**src/svia_pkg.sv**
```systemverilog
// Package for the stack VM integer ALU: operation codes, class codes and payload types.
package svia_pkg;

    localparam int DEFAULT_DATA_WIDTH = 32;
    localparam int FIELD_WIDTH = 32;
    localparam int OP_WIDTH = 5;
    localparam int QUEUE_DEPTH = 2;

    typedef enum logic [OP_WIDTH-1:0] {
        OP_ADD    = 5'd0,
        OP_SUB    = 5'd1,
        OP_AND    = 5'd2,
        OP_OR     = 5'd3,
        OP_XOR    = 5'd4,
        OP_LSH    = 5'd5,
        OP_RSH    = 5'd6,
        OP_MUL    = 5'd7,
        OP_DIV    = 5'd8,
        OP_MOD    = 5'd9,
        OP_EQ     = 5'd10,
        OP_NE     = 5'd11,
        OP_LT     = 5'd12,
        OP_GT     = 5'd13,
        OP_GE     = 5'd14,
        OP_LE     = 5'd15,
        OP_NOT    = 5'd16,
        OP_COMPL  = 5'd17,
        OP_NEGATE = 5'd18
    } op_t;

    // Operation class decided by the front end.
    typedef enum logic [2:0] {
        CLS_SIMPLE = 3'b001,
        CLS_MUL    = 3'b010,
        CLS_DIV    = 3'b100
    } op_class_t;

    typedef struct packed {
        logic [OP_WIDTH-1:0]           operation;
        logic signed [FIELD_WIDTH-1:0] first_operand;
        logic signed [FIELD_WIDTH-1:0] second_operand;
    } in_item_t;

    typedef struct packed {
        logic signed [FIELD_WIDTH-1:0] result_value;
        logic                          error_code;
    } out_item_t;

endpackage

```
**src/svia_front.sv**
```systemverilog
// Front end: accepts items, sign-extends or truncates operands, classifies ops, and queues them.
module svia_front import svia_pkg::*; #(
    parameter int DATA_WIDTH = DEFAULT_DATA_WIDTH
) (
    input  logic                  clk,
    input  logic                  rst_n,
    input  logic                  in_valid,
    output logic                  in_stall,
    input  in_item_t              in_item,
    output logic                  q_valid,
    input  logic                  q_pop,
    output logic [OP_WIDTH-1:0]   q_op,
    output op_class_t             q_class,
    output logic [DATA_WIDTH-1:0] q_a,
    output logic [DATA_WIDTH-1:0] q_b
);
    localparam int PTR_W = $clog2(QUEUE_DEPTH);

    logic [OP_WIDTH-1:0]   op_mem [QUEUE_DEPTH];
    op_class_t             cls_mem [QUEUE_DEPTH];
    logic [DATA_WIDTH-1:0] a_mem [QUEUE_DEPTH];
    logic [DATA_WIDTH-1:0] b_mem [QUEUE_DEPTH];
    logic [PTR_W-1:0] wr_ptr_reg, rd_ptr_reg;
    logic [PTR_W:0]   count_reg;
    logic             push;
    op_class_t        cls;
    logic [DATA_WIDTH-1:0] a_ext, b_ext;

    // Sign-extend or truncate the 32-bit fields to the datapath width.
    always_comb
    begin
        if (DATA_WIDTH >= FIELD_WIDTH)
        begin
            a_ext = DATA_WIDTH'($signed(in_item.first_operand));
            b_ext = DATA_WIDTH'($signed(in_item.second_operand));
        end
        else
        begin
            a_ext = in_item.first_operand[DATA_WIDTH-1:0];
            b_ext = in_item.second_operand[DATA_WIDTH-1:0];
        end
    end

    always_comb
    begin
        unique case (in_item.operation)
            OP_MUL:         cls = CLS_MUL;
            OP_DIV, OP_MOD: cls = CLS_DIV;
            default:        cls = CLS_SIMPLE;
        endcase
    end

    assign in_stall = (count_reg == (PTR_W+1)'(QUEUE_DEPTH));
    assign push     = in_valid && !in_stall;
    assign q_valid  = (count_reg != '0);
    assign q_op     = op_mem[rd_ptr_reg];
    assign q_class  = cls_mem[rd_ptr_reg];
    assign q_a      = a_mem[rd_ptr_reg];
    assign q_b      = b_mem[rd_ptr_reg];

    always_ff @(posedge clk)
    begin
        if (push)
        begin
            op_mem[wr_ptr_reg]  <= in_item.operation;
            cls_mem[wr_ptr_reg] <= cls;
            a_mem[wr_ptr_reg]   <= a_ext;
            b_mem[wr_ptr_reg]   <= b_ext;
        end
    end

    always_ff @(posedge clk or negedge rst_n)
    begin
        if (!rst_n)
        begin
            wr_ptr_reg <= '0;
            rd_ptr_reg <= '0;
            count_reg  <= '0;
        end
        else
        begin
            if (push)
                wr_ptr_reg <= (wr_ptr_reg == PTR_W'(QUEUE_DEPTH-1)) ? '0 : wr_ptr_reg + 1'b1;
            if (q_pop && q_valid)
                rd_ptr_reg <= (rd_ptr_reg == PTR_W'(QUEUE_DEPTH-1)) ? '0 : rd_ptr_reg + 1'b1;
            count_reg <= count_reg + (PTR_W+1)'(push) - (PTR_W+1)'(q_pop && q_valid);
        end
    end
endmodule

```
**config.mk**
```make
export PLATFORM = sky130hd
export DESIGN_NAME = svia_front
export DESIGN_NICKNAME = d
export VERILOG_FILES = /design/src/svia_pkg.sv /design/src/svia_front.sv
export SDC_FILE = /design/constraint.sdc
export NUM_CORES = 1
export LEC_CHECK = 0
export ABC_CLOCK_PERIOD_IN_PS = 10700
export BUFFER_PORTS_ARGS = -buffer_cell sky130_fd_sc_hd__buf_2
export CAP_MARGIN = 0
export CORE_ASPECT_RATIO = 1.2
export CORE_MARGIN = 8
export CORE_UTILIZATION = 35
export DETAILED_ROUTE_END_ITERATION = 10
export RECOVER_POWER = 100
export SYNTH_ARGS = -nofsm -noshare
export SYNTH_HDL_FRONTEND = slang
export SYNTH_SLANG_ARGS = --single-unit
export TNS_END_PERCENT = 30
```
**constraint.sdc**
```tcl
create_clock -name clk -period 10.7 [get_ports clk]
set_input_delay 0 -clock clk [delete_from_list [all_inputs] [get_ports clk]]
set_output_delay 0 -clock clk [all_outputs]
set_load 0.02 [all_outputs]
```
==> impl_metrics.json <==
{
  "outcome": "finished with violations",
  "violations": "max-capacitance violations, max-slew violations",
  "cts_buffers": 17,
  "top_regs": "a_mem (64), b_mem (64), op_mem (10)",
  "r2r_start": "count_reg[1]",
  "dieHeight_um": 157,
  "grt_first_pass_wirelength_mm": 17.4,
  "finalNetCount": 555,
  "finalCriticalPeriod_ns": 4.80,
  "leakage_nw": 2.75,
  "reg2reg_depth": 4,
  "netlist.area_leader.share_pct": 74.8,
  "grt_max_degree": 73,
  "cts_resized": 0,
  "detail_route.wl_per_cell_um": 15.8,
  "cts_root_buf": "clkbuf_16",
  "syn-cell-area_mm2": 0.00578,
  "crit_type": "flop to flop",
  "antenna_found_initial": 0,
  "rows": 51,
  "grtUsageTotal_pct": 10.8,
  "path_cells": "nand2b_1 -> nand2_1 -> nor2_1 -> clkbuf_1",
  "yosysWarnings": 0,
  "vias": 3052,
  "crit_buf_inv": 1,
  "synth_cell_type_count": 18,
  "drt-vias-per-instance": 4.33,
  "final_area_mm2": 0.00759,
  "clockBufferDepth": 2,
  "relSlewSlack_pct": -127,
  "syn_nets": 323,
  "die_w_um": 133,
  "tightest_slew_ns": 3.41,
  "synth-main-ff-cell": "edfxtp_1",
  "drv_cap": 4,
  "vdd.ir_drop.worst_mv": 0.196,
  "cp-end-kind": "flop",
  "yosysSeqAreaShare_pct": 76.6,
  "hold_end": "b_mem[1][24]",
  "synth_fa_ha_area_share_pct": 0.433,
  "synth_top_family_by_area": "multiplexers",
  "timing.final.max_slew_violations": 194,
  "synthMuxAreaShare_pct": 18.5,
  "min_path_cells": 2,
  "setup_viol": 0,
  "core_area_mm2": 0.0162,
  "path_max_fanout": 43,
  "die_area_mm2": 0.0209,
  "period_share_pct": 44.9,
  "drtAntennaViolNets": 0,
  "drive_above_1_share_pct": 24.5,
  "post-cts-setup-buffer-count": 0,
  "cp.arrival_ns": 4.78,
  "required_ns": 10.68,
  "wl_met1_mm": 4.63,
  "cpLargestDelayFamily": "simple AND/OR/NAND/NOR gates",
  "grt_pass1_vias": 3440,
  "synth-compound-area-share_pct": 0.130,
  "r2r-end": "b_mem[0][31]",
  "crit_path_start_kind": "flop",
  "synth-seq-cells": 148,
  "syn_area_per_cell_um2": 23.3,
  "top_layer": "met4",
  "clock_sinks": 148,
  "hold_path_class": "input port to flop",
  "place.gp.congestion": 0.685,
  "hold_viol": 0,
  "grt.overflow.total": 0,
  "ys_top_cells_by_area": "edfxtp_1, mux2_4, buf_12",
  "met2WireLength_mm": 5.68,
  "setup_tns_ns": 0,
  "clk_pin_slew_worst_paths_ns": 0.06,
  "async_flop_share_pct": 2.70,
  "drt_iter0_markers": 188,
  "first_pass_iters": 4,
  "rsz0062_at_grt": "no",
  "antennaDiodeCount": 0,
  "areaGrowthSynthToFinish_pct": 31.3,
  "fmax_mhz": 208,
  "synth_xor_area_share_pct": 0.606,
  "met3_length_um": 674,
  "rrSetupSlack_ns": 5.90,
  "hp-start": "in_item[24]",
  "p_per_area_mw_per_mm2": 265,
  "p_total_mw": 2.01,
  "fillers": 1495,
  "clkLatencyLatePin_ns": 0.41,
  "critPathSlowestCell": "nor2_1",
  "clock_skew_ns": 0.00538,
  "port_buffers": 146,
  "route.detailed.drc": 0,
  "crit_cells": 4,
  "io_pins": 147,
  "slowest_delay_ns": 1.91,
  "netlist.top_cell.by_area": "edfxtp_1",
  "cts.htree.levels": 4,
  "place_area_mm2": 0.00666,
  "finalWirelength_mm": 11.2,
  "synth-edff-count": 144,
  "cts_tree": "yes",
  "synth_cells": 248,
  "start_util_pct": 35.7,
  "synth-simple-area-share_pct": 1.02,
  "final_util_pct": 46.8
}
stage by stage:
stage | hold slack (ns) | cells | setup WS (ns)
floorplan | -0.296 | 248 | 6.60
global placement | -0.192 | 600 | 8.29
detailed placement | -0.192 | 600 | 8.23
CTS | 0.287 | 705 | 8.05
global route | 0.293 | 705 | 5.37
finish | 0.313 | 705 | 5.90
power breakdown:
group / leakage (nW) / total [mW] / internal [mW] / switching [mW]
combinational: 1.09 / 0.606 / 0.222 / 0.384
clock: 0.274 / 0.552 / 0.339 / 0.213
sequential: 1.38 / 0.853 / 0.805 / 0.0475
cells in the mapped netlist, types with 2 or more instances:
library cell and n:
nor2_1 4, xnor2_1 3, mux2_4 69, edfxtp_1 144
nand2_1 2, dfrtp_1 4, buf_12 7, inv_1 2
ha_1 2, mux2_2 3
how the worst max path moves through the flow:
stage	from	slack, ns	end
after floorplan	count_reg[1]	6.60	a_mem[0][0]
after global placement	count_reg[1]	8.29	b_mem[0][18]
after detailed placement	count_reg[1]	8.23	b_mem[0][11]
after CTS	rd_ptr_reg	8.05	q_b[19]
after global routing	count_reg[1]	5.37	b_mem[0][10]
final	count_reg[1]	5.90	b_mem[0][31]
repair_timing:
action,in CTS,in global routing
hold buffers,73,0
endpoints found under the hold margin,150,0
endpoints found under the setup margin,0,0
cells by family after synthesis:
kind of cell             Yosys count
AND/OR/NAND/NOR                   11
AO/OA/AOI/OAI                      1
XOR/XNOR                           4
flip-flops                       148
multiplexers                      72
adder cells (fa/ha/maj)            2
buffers and inverters             10
routing by layer:
layer	global-route usage, %	up-vias
li1	-	1447
met1	11.9	1491
met2	18.2	99
met3	3.98	15
met4	4.82	0
met5	0	-
cell usage in the layout (no fill, tap or decap):
master	n
clkinv_2	5
dfrtp_1	4
and3_1	1
a21o_1	1
xnor2_1	3
or2_0	1
mux2_4	2
nor2_1	4
buf_2	89
clkinv_4	2
mux2_2	3
edfxtp_1	144
nand2b_1	1
bufinv_16	2
mux2_1	67
clkbuf_1	61
clkbuf_2	1
clkinv_1	3
and2_0	1
clkbuf_16	17
nand4b_1	1
inv_1	2
nand2_1	2
dlygate4sd3_1	73
ha_1	2
xor2_1	1
cell type report:
| class | instances | area [um2] | share of cell area, % |
|---|---|---|---|
| clock inverter | 12 | 114 | 1.50 |
| sequential | 148 | 4420 | 58.3 |
| inverter | 2 | 7.51 | 0.0989 |
| timing repair buffer | 221 | 1400 | 18.4 |
| tap | 212 | 265 | 3.50 |
| clock buffer | 20 | 437 | 5.75 |
| multi-input combinational | 90 | 942 | 12.4 |
Note: power is estimated with default switching activity, not from simulation.
